### config.mk
export PLATFORM = sky130hd
export DESIGN_NAME = http_request_line_parser_unit
export DESIGN_NICKNAME = d
export VERILOG_FILES = /design/src/hdl/hrlp_pkg.sv /design/src/hdl/hrlp_core.sv /design/src/hdl/http_request_line_parser_unit.sv
export SDC_FILE = /design/constraint.sdc
export NUM_CORES = 1
export LEC_CHECK = 0
export BUFFER_PORTS_ARGS = -buffer_cell sky130_fd_sc_hd__buf_2
export CAP_MARGIN = 20
export CORE_ASPECT_RATIO = 2
export CORE_MARGIN = 1
export CORE_UTILIZATION = 40
export DETAILED_ROUTE_END_ITERATION = 10
export SYNTH_ARGS = -nofsm -noshare
export SYNTH_HDL_FRONTEND = slang
export SYNTH_SLANG_ARGS = --single-unit
### constraint.sdc
create_clock -name clk_i -period 10.6 [get_ports clk_i]
set_input_delay 2.65 -clock clk_i [delete_from_list [all_inputs] [get_ports clk_i]]
set_output_delay 2.65 -clock clk_i [all_outputs]
set_load 0.05 [all_outputs]
### src/hdl/hrlp_pkg.sv
// Shared types and constants for the HTTP request line parser.
`timescale 1ns / 1ps
`default_nettype none

package hrlp_pkg;

  localparam int unsigned MaxLineDef = 4096;
  localparam int unsigned OutW       = 13;
  localparam int unsigned DataW      = 8;
  localparam int unsigned TdataOutW  = 96;
  localparam int unsigned TuserOutW  = 4;

  localparam logic [DataW-1:0] ChSp = 8'h20;
  localparam logic [DataW-1:0] ChHt = 8'h09;
  localparam logic [DataW-1:0] ChCr = 8'h0D;
  localparam logic [DataW-1:0] ChVt = 8'h0B;
  localparam logic [DataW-1:0] ChFf = 8'h0C;
  localparam logic [DataW-1:0] ChLf = 8'h0A;

  typedef enum logic [2:0] {
    ErrNone      = 3'd0,
    ErrEmpty     = 3'd1,
    ErrAfterMeth = 3'd2,
    ErrAfterTgt  = 3'd3,
    ErrAfterVer  = 3'd4,
    ErrNoLf      = 3'd5
  } err_code_e;

  typedef struct packed {
    logic            line_ok;
    err_code_e       error_code;
    logic [OutW-1:0] method_start;
    logic [OutW-1:0] method_length;
    logic [OutW-1:0] target_start;
    logic [OutW-1:0] target_length;
    logic [OutW-1:0] version_start;
    logic [OutW-1:0] version_length;
    logic [OutW-1:0] line_end;
  } result_t;

endpackage

`default_nettype wire

### src/hdl/hrlp_core.sv
// Per-byte request line state machine and token offset tracking.
`timescale 1ns / 1ps
`default_nettype none

module hrlp_core import hrlp_pkg::*; #(
  parameter int unsigned MAX_LINE = MaxLineDef
) (
  input  wire logic             clk_i,
  input  wire logic             rst_ni,
  input  wire logic             accept_i,
  input  wire logic [DataW-1:0] data_byte_i,
  input  wire logic             buffer_last_i,
  output      logic             emit_o,
  output      result_t          result_o
);

  localparam int unsigned PosW = $clog2(MAX_LINE + 1);
  localparam int unsigned CntW = (PosW > OutW) ? PosW : OutW;
  localparam logic [CntW-1:0] MaxCnt = CntW'(MAX_LINE);

  typedef enum logic [8:0] {
    PhSkip    = 9'b000000001,
    PhMethod  = 9'b000000010,
    PhWs1     = 9'b000000100,
    PhTarget  = 9'b000001000,
    PhWs2     = 9'b000010000,
    PhVersion = 9'b000100000,
    PhWs3     = 9'b001000000,
    PhNoLf    = 9'b010000000,
    PhDone    = 9'b100000000
  } phase_e;

  phase_e          phase_q, phase_d;
  logic [CntW-1:0] pos_q, pos_d;
  logic [CntW-1:0] mbeg_q, mbeg_d, mcnt_q, mcnt_d;
  logic [CntW-1:0] tbeg_q, tbeg_d, tcnt_q, tcnt_d;
  logic [CntW-1:0] vbeg_q, vbeg_d, vcnt_q, vcnt_d;

  function automatic logic [CntW-1:0] sat_inc(input logic [CntW-1:0] v);
    return (v >= MaxCnt) ? MaxCnt : v + 1'b1;
  endfunction

  logic            ws;
  logic            crlf;
  logic            ok_emit;
  logic [CntW-1:0] pos_inc;
  logic [CntW-1:0] end_val;
  err_code_e       code;

  assign ws   = (data_byte_i == ChSp) || (data_byte_i == ChHt) || (data_byte_i == ChCr) ||
                (data_byte_i == ChVt) || (data_byte_i == ChFf);
  assign crlf = (data_byte_i == ChCr) || (data_byte_i == ChLf);
  assign pos_inc = sat_inc(pos_q);

  always_comb begin
    phase_d = phase_q;
    mbeg_d  = mbeg_q;
    mcnt_d  = mcnt_q;
    tbeg_d  = tbeg_q;
    tcnt_d  = tcnt_q;
    vbeg_d  = vbeg_q;
    vcnt_d  = vcnt_q;
    ok_emit = 1'b0;
    unique case (phase_q)
      PhSkip: begin
        if (!crlf) begin
          mbeg_d  = pos_q;
          mcnt_d  = CntW'(1);
          phase_d = PhMethod;
        end
      end
      PhMethod: begin
        if (ws) phase_d = PhWs1;
        else    mcnt_d  = sat_inc(mcnt_q);
      end
      PhWs1: begin
        if (!ws) begin
          tbeg_d  = pos_q;
          tcnt_d  = CntW'(1);
          phase_d = PhTarget;
        end
      end
      PhTarget: begin
        if (ws) phase_d = PhWs2;
        else    tcnt_d  = sat_inc(tcnt_q);
      end
      PhWs2: begin
        if (!ws) begin
          vbeg_d  = pos_q;
          vcnt_d  = CntW'(1);
          phase_d = PhVersion;
        end
      end
      PhVersion: begin
        if (ws) phase_d = PhWs3;
        else    vcnt_d  = sat_inc(vcnt_q);
      end
      PhWs3: begin
        if (!ws) begin
          if (data_byte_i == ChLf) begin
            ok_emit = 1'b1;
            phase_d = PhDone;
          end else begin
            phase_d = PhNoLf;
          end
        end
      end
      PhNoLf, PhDone: begin
      end
      default: begin
      end
    endcase
  end

  // Error code follows the phase reached after this byte.
  always_comb begin
    unique case (phase_d)
      PhSkip:             code = ErrEmpty;
      PhMethod, PhWs1:    code = ErrAfterMeth;
      PhTarget, PhWs2:    code = ErrAfterTgt;
      PhVersion, PhWs3:   code = ErrAfterVer;
      default:            code = ErrNoLf;
    endcase
  end

  // Both the LF case and the buffer-length case end at pos + 1, saturated.
  assign end_val = pos_inc;

  assign emit_o = ok_emit || (buffer_last_i && (phase_d != PhDone));

  always_comb begin
    result_o.line_ok        = ok_emit;
    result_o.error_code     = ok_emit ? ErrNone : code;
    result_o.method_start   = mbeg_d[OutW-1:0];
    result_o.method_length  = mcnt_d[OutW-1:0];
    result_o.target_start   = tbeg_d[OutW-1:0];
    result_o.target_length  = tcnt_d[OutW-1:0];
    result_o.version_start  = vbeg_d[OutW-1:0];
    result_o.version_length = vcnt_d[OutW-1:0];
    result_o.line_end       = end_val[OutW-1:0];
  end

  assign pos_d = pos_inc;

  always_ff @(posedge clk_i or negedge rst_ni) begin
    if (!rst_ni) begin
      phase_q <= PhSkip;
      pos_q   <= '0;
      mbeg_q  <= '0;
      mcnt_q  <= '0;
      tbeg_q  <= '0;
      tcnt_q  <= '0;
      vbeg_q  <= '0;
      vcnt_q  <= '0;
    end else if (accept_i) begin
      if (buffer_last_i) begin
        phase_q <= PhSkip;
        pos_q   <= '0;
        mbeg_q  <= '0;
        mcnt_q  <= '0;
        tbeg_q  <= '0;
        tcnt_q  <= '0;
        vbeg_q  <= '0;
        vcnt_q  <= '0;
      end else begin
        phase_q <= phase_d;
        pos_q   <= pos_d;
        mbeg_q  <= mbeg_d;
        mcnt_q  <= mcnt_d;
        tbeg_q  <= tbeg_d;
        tcnt_q  <= tcnt_d;
        vbeg_q  <= vbeg_d;
        vcnt_q  <= vcnt_d;
      end
    end
  end

endmodule

`default_nettype wire

### src/hdl/http_request_line_parser_unit.sv
// Top level of the HTTP request line parser: stream ports and result buffering.
`timescale 1ns / 1ps
`default_nettype none

// Takes one buffer byte per request on the slave side, with tlast on the final
// byte, and returns at most one result request per buffer on the master side.
// Leading CR/LF is skipped, then method, target and version tokens are located
// (whitespace is space, tab, CR, VT, FF); the byte after the version's trailing
// whitespace must be LF. A valid result goes out on the LF byte; otherwise an
// error result goes out on the tlast byte with line_end equal to the buffer
// length. Bytes after a valid result are ignored until tlast, which restarts
// the parser. Offsets and lengths saturate at MAX_LINE and are reported in 13
// bits. Throughput is one byte per cycle while s_axis_tready is high; the whole
// byte update is one pass through hrlp_core's phase logic into a registered result.
// The result register is backed by a one-entry skid, so s_axis_tready drops
// only when both hold results the master side has not yet taken.
module http_request_line_parser_unit import hrlp_pkg::*; #(
  parameter int unsigned MAX_LINE = MaxLineDef
) (
  input  wire logic                 clk_i,
  input  wire logic                 rst_ni,
  input  wire logic                 s_axis_tvalid,
  output      logic                 s_axis_tready,
  input  wire logic [DataW-1:0]     s_axis_tdata,   // [7:0] data_byte
  input  wire logic                 s_axis_tlast,   // buffer_last
  output      logic                 m_axis_tvalid,
  input  wire logic                 m_axis_tready,
  output      logic [TdataOutW-1:0] m_axis_tdata,   // method_start, method_length,
                                                    // target_start, target_length,
                                                    // version_start, version_length,
                                                    // line_end (13 bits each), zero pad
  output      logic [TuserOutW-1:0] m_axis_tuser    // [0] line_ok, [3:1] error_code
);

  logic    s_accept;
  logic    m_take;
  logic    core_emit;
  logic    res_emit;
  result_t core_res;

  logic    out_valid_q, skid_valid_q;
  result_t out_q, skid_q;

  assign s_axis_tready = !skid_valid_q;
  assign s_accept      = s_axis_tvalid && s_axis_tready;
  assign m_take        = out_valid_q && m_axis_tready;
  assign res_emit      = s_accept && core_emit;

  hrlp_core #(
    .MAX_LINE(MAX_LINE)
  ) u_core (
    .clk_i        (clk_i),
    .rst_ni       (rst_ni),
    .accept_i     (s_accept),
    .data_byte_i  (s_axis_tdata),
    .buffer_last_i(s_axis_tlast),
    .emit_o       (core_emit),
    .result_o     (core_res)
  );

  // Output slot refills from the skid first; a new result lands in the skid
  // only when the slot is held.
  always_ff @(posedge clk_i or negedge rst_ni) begin
    if (!rst_ni) begin
      out_valid_q  <= 1'b0;
      skid_valid_q <= 1'b0;
    end else if (!out_valid_q || m_take) begin
      if (skid_valid_q) begin
        out_valid_q  <= 1'b1;
        skid_valid_q <= 1'b0;
      end else begin
        out_valid_q  <= res_emit;
      end
    end else if (res_emit) begin
      skid_valid_q <= 1'b1;
    end
  end

  always_ff @(posedge clk_i) begin
    if (!out_valid_q || m_take) begin
      out_q <= skid_valid_q ? skid_q : core_res;
    end else if (res_emit) begin
      skid_q <= core_res;
    end
  end

  assign m_axis_tvalid = out_valid_q;
  assign m_axis_tuser  = {out_q.error_code, out_q.line_ok};
  assign m_axis_tdata  = {5'b0, out_q.line_end, out_q.version_length, out_q.version_start,
                          out_q.target_length, out_q.target_start, out_q.method_length,
                          out_q.method_start};

endmodule

`default_nettype wire

==> metrics.cfg, run 1 <==
[detailed_routing]
vias = 8358
viasPerCell = 5.546
ant_nets = 0
wl_mm = 29.37
route.detailed.drc = 0
post_drt_wl_per_cell_um = 19.49
dr.pass1.iters = 5
drt_iter0_markers = 569

[sta]
final.min_clock_period_ns = 6.041
fmax_mhz = 165.5
whs_ns = 0.5003
rsz0062_at_grt = no
maxSlewViolCount = 0
fin_ws_ns = 4.559
slew_headroom_pct = 31.11
finClkSkew_ns = 0.01414
finalCritPeriodShare_pct = 56.99
setup_viol = 0
hold_violations = 0
tightest_slew_ns = 1.033

[min_path]
hold_depth = 1
worst_hold_path_type = reg -> reg

[power]
peakVddDrop_uv = 111.9
total_power_w = 0.002720
leakagePower_nw = 6.169
powerDensity_nw_per_um2 = 182.3

[cells_and_area]
area_growth_pct = 13.88
final_common_cell = edfxtp_1
final_nets = 1082
drive_gt1_share_pct = 28.98
antenna_cells = 0
fin_util_pct = 46.29
fin_cells = 1507
final_cell_mix = 190 x edfxtp_1, 118 x mux2_2, 108 x buf_2

[clocking]
cts_buffers = 25
cts.sink_count = 292
postCtsSetupBuffers = 0
clockBufferDepth = 3
htree_num_levels = 1
clkTransAtPathRegs_ns = 0.07
root_buffer = clkbuf_16
cts_resized = 0
cts_tree = done
holdBufCountCts = 0
clk_latency_ns = 0.54

[critical_path]
slowest_stage = buf_4
crit_family = simple AND/OR/NAND/NOR gates
cp_slowest_stage_delay_ns = 0.85
cp_common_cell = buf_4
worstPathArrival_ns = 6.20
reg2reg_depth = 10
critPathRequiredTime_ns = 10.76
path_class = in -> reg
crit_fanout = 71
critPathBufInv = 3
cp_num_cells = 11
worstPathCellList = buf_2 > or3_1 > a211o_1 > nor2_1 > and3b_1 > a21oi_2 > or4_4 > nand2_1 > nor3_2 > buf_4 > buf_4
endpoint_kind = flop
start_kind = primary input

[synthesis]
netlist_instances = 975
synth_warnings = 0
synth-edff-count = 190
ys.flop_type = edfxtp_1
synthDistinctLibCells = 78
synth_seq_cells = 292
seq_area_frac_synth_pct = 63.03
syn_avg_cell_area_um2 = 13.44
synth-async-reset-ratio_pct = 34.93
synthesis.area_um2 = 13100

[job]
cap_violations = 0

[global_routing]
grt_max_degree = 72
antenna_found_initial = 2
track_usage_pct = 18.17
grt_overflow = 0
grt_pass1_vias = 8358
grt_first_pass_wirelength_mm = 47.05

[placement]
io_buffers = 109
dp_hpwl_mm = 18.52
place_inst = 1461
finalWeightedCongestion = 0.9061
pre_cts_slack_ns = 4.056

[floorplan]
pin_count = 115
rows = 93
fp.dieH_um = 258.0
core_um2 = 32230
dieWidth_um = 130.0
initial_core_util_pct = 40.65
dieArea_um2 = 33530

[status]
run_status = finished clean

## report_power, final
group / leakage [nW] / internal (W) / switching (W) / total [W]
combinational: 2.46 / 0.000100 / 0.000316 / 0.000416
sequential: 3.28 / 0.00129 / 0.0000346 / 0.00132
clock: 0.431 / 0.000552 / 0.000431 / 0.000982
total: 6.17 / 0.00194 / 0.000781 / 0.00272
## registers in the layout, summed over array words and instances (netlist names)
signal	count
u_core.pos_q	13
skid_q	95
u_core.vbeg_q	13
u_core.mcnt_q	13
m_axis_tuser	4
u_core.tcnt_q	13
skid_valid_q	1
u_core.phase_q	9
u_core.mbeg_q	13
m_axis_tvalid	1
m_axis_tdata	91
u_core.tbeg_q	13
u_core.vcnt_q	13
## logic make-up (layout without fill, tap and decap cells)
logic type | after synthesis | count (layout) | synth area share (%)
DFF | 292 | 292 | 63.03
AOI/OAI and AO/OA | 234 | 234 | 13.13
muxes | 118 | 118 | 10.14
and+or+nand+nor | 221 | 221 | 9.024
adders and majority gates | 8 | 8 | 0.7640
buffers and inverters | 84 | 185 | 2.741
xor gates and xnor gates | 17 | 17 | 1.136
other | 1 | 5 | 0.02862
## through the flow
| step | TNS [ns] | area (um2) |
|---|---|---|
| CTS | 0 | 14920 |
| finish | 0 | 14920 |
| floorplan | -88.74 | 13130 |
| detailed placement | 0 | 14040 |
| global route | 0 | 14920 |
| global placement | 0 | 14040 |
## layout make-up
type,count,area (um2)
clock buffers,28,656.9
inverters,18,68.82
flip-flops and latches,292,8259
multi-input cells,603,4543
fillers,2911,17310
well taps,427,534.3
clock inverters,18,221.5
repair buffers,121,638.1
## per-layer routing
layer / share of wire [%] / GRT usage [%] / vias up
met5: 0.034 / 0 / -
met4: 3.5 / 7.817 / 2
met3: 3.5 / 1.823 / 68
met2: 51 / 31.77 / 199
met1: 42 / 22.50 / 4243
li1: - / - / 3846
## cell usage after synthesis, drive strengths merged, types with 3 or more instances
master | n | share of area [%]
a41oi | 3 | 0.34
a22o | 83 | 5.6
inv | 18 | 0.52
or4b | 3 | 0.29
ha | 8 | 0.76
nand3 | 15 | 0.57
o211ai | 3 | 0.28
or3 | 4 | 0.23
or2 | 4 | 0.19
o21ai | 86 | 3.3
or4 | 3 | 0.23
nand2b | 24 | 1.1
edfxtp | 190 | 44
xor2 | 10 | 0.67
nand3b | 4 | 0.23
nand4 | 3 | 0.19
nand2 | 63 | 1.8
buf | 20 | 0.91
a31oi | 8 | 0.50
mux2 | 118 | 10
xnor2 | 7 | 0.47
a211oi | 3 | 0.17
a21o | 3 | 0.18
nor4 | 3 | 0.19
nor3 | 11 | 0.42
clkbuf | 46 | 1.3
nor2 | 42 | 1.3
a21oi | 8 | 0.33
o31ai | 16 | 0.92
dfrtp | 101 | 19
and3 | 26 | 1.2
nor2b | 4 | 0.19
## worst register-to-register path, cell delays in order, from the launching register on
cell and delay, ns:
dfrtp_1 0.49, nor4_1 0.59, nand4_1 0.30, nor2_1 0.42, and3b_1 0.26, a21oi_2 0.25, or4_4 0.19, nand2_1 0.06
nor3_2 0.17, buf_4 0.36, buf_4 0.86
## final timing paths
kind | to | startpoint | slack, ns
min | u_core.mbeg_q[6] | u_core.mbeg_q[6] | 0.50
min in group asynchronous | u_core.vcnt_q[1] | rst_ni | 2.12
min reg2reg | u_core.mbeg_q[6] | u_core.mbeg_q[6] | 0.50
max reg2reg | skid_q[16] | u_core.phase_q[2] | 6.22
max | skid_q[16] | s_axis_tdata[4] | 4.56
max in group asynchronous | u_core.vbeg_q[5] | rst_ni | 7.18
No activity file was read; power rests on OpenSTA's default activity.
==> run 2, diff against run 1 <==
- clock period: 10.6 -> 6.1 ns (I/O delays scaled with it)
==> metrics.cfg, run 2 (synthesized netlist as in run 1, its figures left out) <==
[status]
run_status = finished clean

[floorplan]
initial_core_util_pct = 40.65
fp.dieH_um = 258.0
pin_count = 115
dieArea_um2 = 33530
dieWidth_um = 130.0
core_um2 = 32230
rows = 93

[cells_and_area]
fill_cells = 2882
antenna_cells = 0
final_nets = 1082
largest_reg_flops = 95
largest_register = skid_q
register_area_um2 = 8259
area_growth_pct = 13.89
fin_util_pct = 46.30
multiInputGateArea_um2 = 4546
final_cell_mix = 190 x edfxtp_1, 118 x mux2_2, 108 x buf_2
final_common_cell = edfxtp_1
drive_gt1_share_pct = 28.73

[detailed_routing]
dr.pass1.iters = 5
ant_nets = 0
drt_iter0_markers = 603
route.detailed.drc = 0
post_drt_wl_per_cell_um = 19.62
vias = 8251
wl_mm = 29.55
viasPerCell = 5.479

[clocking]
cts_resized = 0
htree_num_levels = 1
cts_buffers = 25
postCtsSetupBuffers = 0
cts.sink_count = 292
root_buffer = clkbuf_16
holdBufCountCts = 0
cts_tree = done
clockBufferDepth = 3
clk_latency_ns = 0.56
clkTransAtPathRegs_ns = 0.07

[global_routing]
grt_max_degree = 68
grt_first_pass_wirelength_mm = 47.32
grt_pass1_vias = 8340
antenna_found_initial = 1
grt_overflow = 0
track_usage_pct = 18.34

[min_path]
worst_hold_path_type = reg -> reg

[critical_path]
path_class = in -> reg
worstPathArrival_ns = 4.46
slowest_stage = or4_4
crit_family = simple AND/OR/NAND/NOR gates
cp-startpoint = s_axis_tdata[0]
crit_fanout = 30
endpoint_kind = flop
start_kind = primary input
critPathRequiredTime_ns = 6.36
reg2reg_slack_ns = 2.54
cp_num_cells = 11
worstPathCellList = buf_2 > or4b_4 > o211ai_4 > a211oi_1 > buf_4 > a21oi_1 > nand2_1 > or4_4 > nand2_1 > nor3_2 > buf_4
worstSetupEndpoint = skid_q[73]
cp_slowest_stage_delay_ns = 0.59
r2r-start = u_core.phase_q[2]
critPathBufInv = 3
reg2reg_depth = 9
regToRegEndpoint = skid_q[73]

[sta]
slew_headroom_pct = 36.36
whs_ns = 0.5040
maxSlewViolCount = 0
finClkSkew_ns = 0.02200
fmax_mhz = 238.5
rsz0062_at_grt = no
final.min_clock_period_ns = 4.193
setup_viol = 0
tightest_slew_ns = 0.9503
finalCritPeriodShare_pct = 68.74
hold_violations = 0
fin_setup_tns_ns = 0
fin_ws_ns = 1.907

[power]
total_power_w = 0.004690
leakagePower_nw = 6.146
powerDensity_nw_per_um2 = 314.3
peakVddDrop_uv = 183.8

[placement]
finalWeightedCongestion = 0.8528
io_buffers = 109
pre_cts_slack_ns = 1.340
dp_hpwl_mm = 19.08

[job]
cap_violations = 0

run 2: report_power, final:
part | switching (W) | total (W) | internal, W
combinational | 0.000551 | 0.000726 | 0.000175
sequential | 0.0000555 | 0.00229 | 0.00224
clock | 0.000746 | 0.00167 | 0.000927
run 2: metal layers:
layer	global-route usage [%]	share of wire (%)	vias to the layer above
met5	0	0.034	-
met4	7.267	3.3	2
met3	2.030	2.9	57
met2	31.67	52	176
met1	23.21	42	4164
li1	-	-	3852
run 2: worst min path at each step:
stage | start | slack (ns) | depth (start not counted) | to
floorplan | u_core.mbeg_q[10] | 0.47 | 1 | u_core.mbeg_q[10]
global placement | u_core.mbeg_q[4] | 0.48 | 1 | u_core.mbeg_q[4]
detailed placement | u_core.mbeg_q[4] | 0.49 | 1 | u_core.mbeg_q[4]
CTS | u_core.mbeg_q[4] | 0.51 | 1 | u_core.mbeg_q[4]
global route | u_core.mbeg_q[4] | 0.51 | 1 | u_core.mbeg_q[4]
finish | u_core.mbeg_q[2] | 0.50 | 1 | u_core.mbeg_q[2]
run 2: worst register-to-register path, cell delays in order, from the launching register on:
cell and delay [ns]:
dfrtp_1 0.50, nor4_1 0.47, nand4_1 0.30, nor2_1 0.43, and3b_1 0.27, a21oi_2 0.26
or4_4 0.20, nand2_1 0.06, nor3_2 0.27, buf_4 0.42
run 2: per-stage QoR:
step | cells | instance area (um2)
global route | 1506 | 14920
detailed placement | 1461 | 14070
CTS | 1506 | 14920
global placement | 1461 | 14070
finish | 1506 | 14920
floorplan | 979 | 13130
run 2: layout make-up:
class	count	share of cell area [%]
multi-input combinational	603	30.46
clock inverter	14	1.165
timing repair buffer	121	4.444
inverter	18	0.4611
tap	427	3.580
sequential	292	55.34
clock buffer	31	4.544
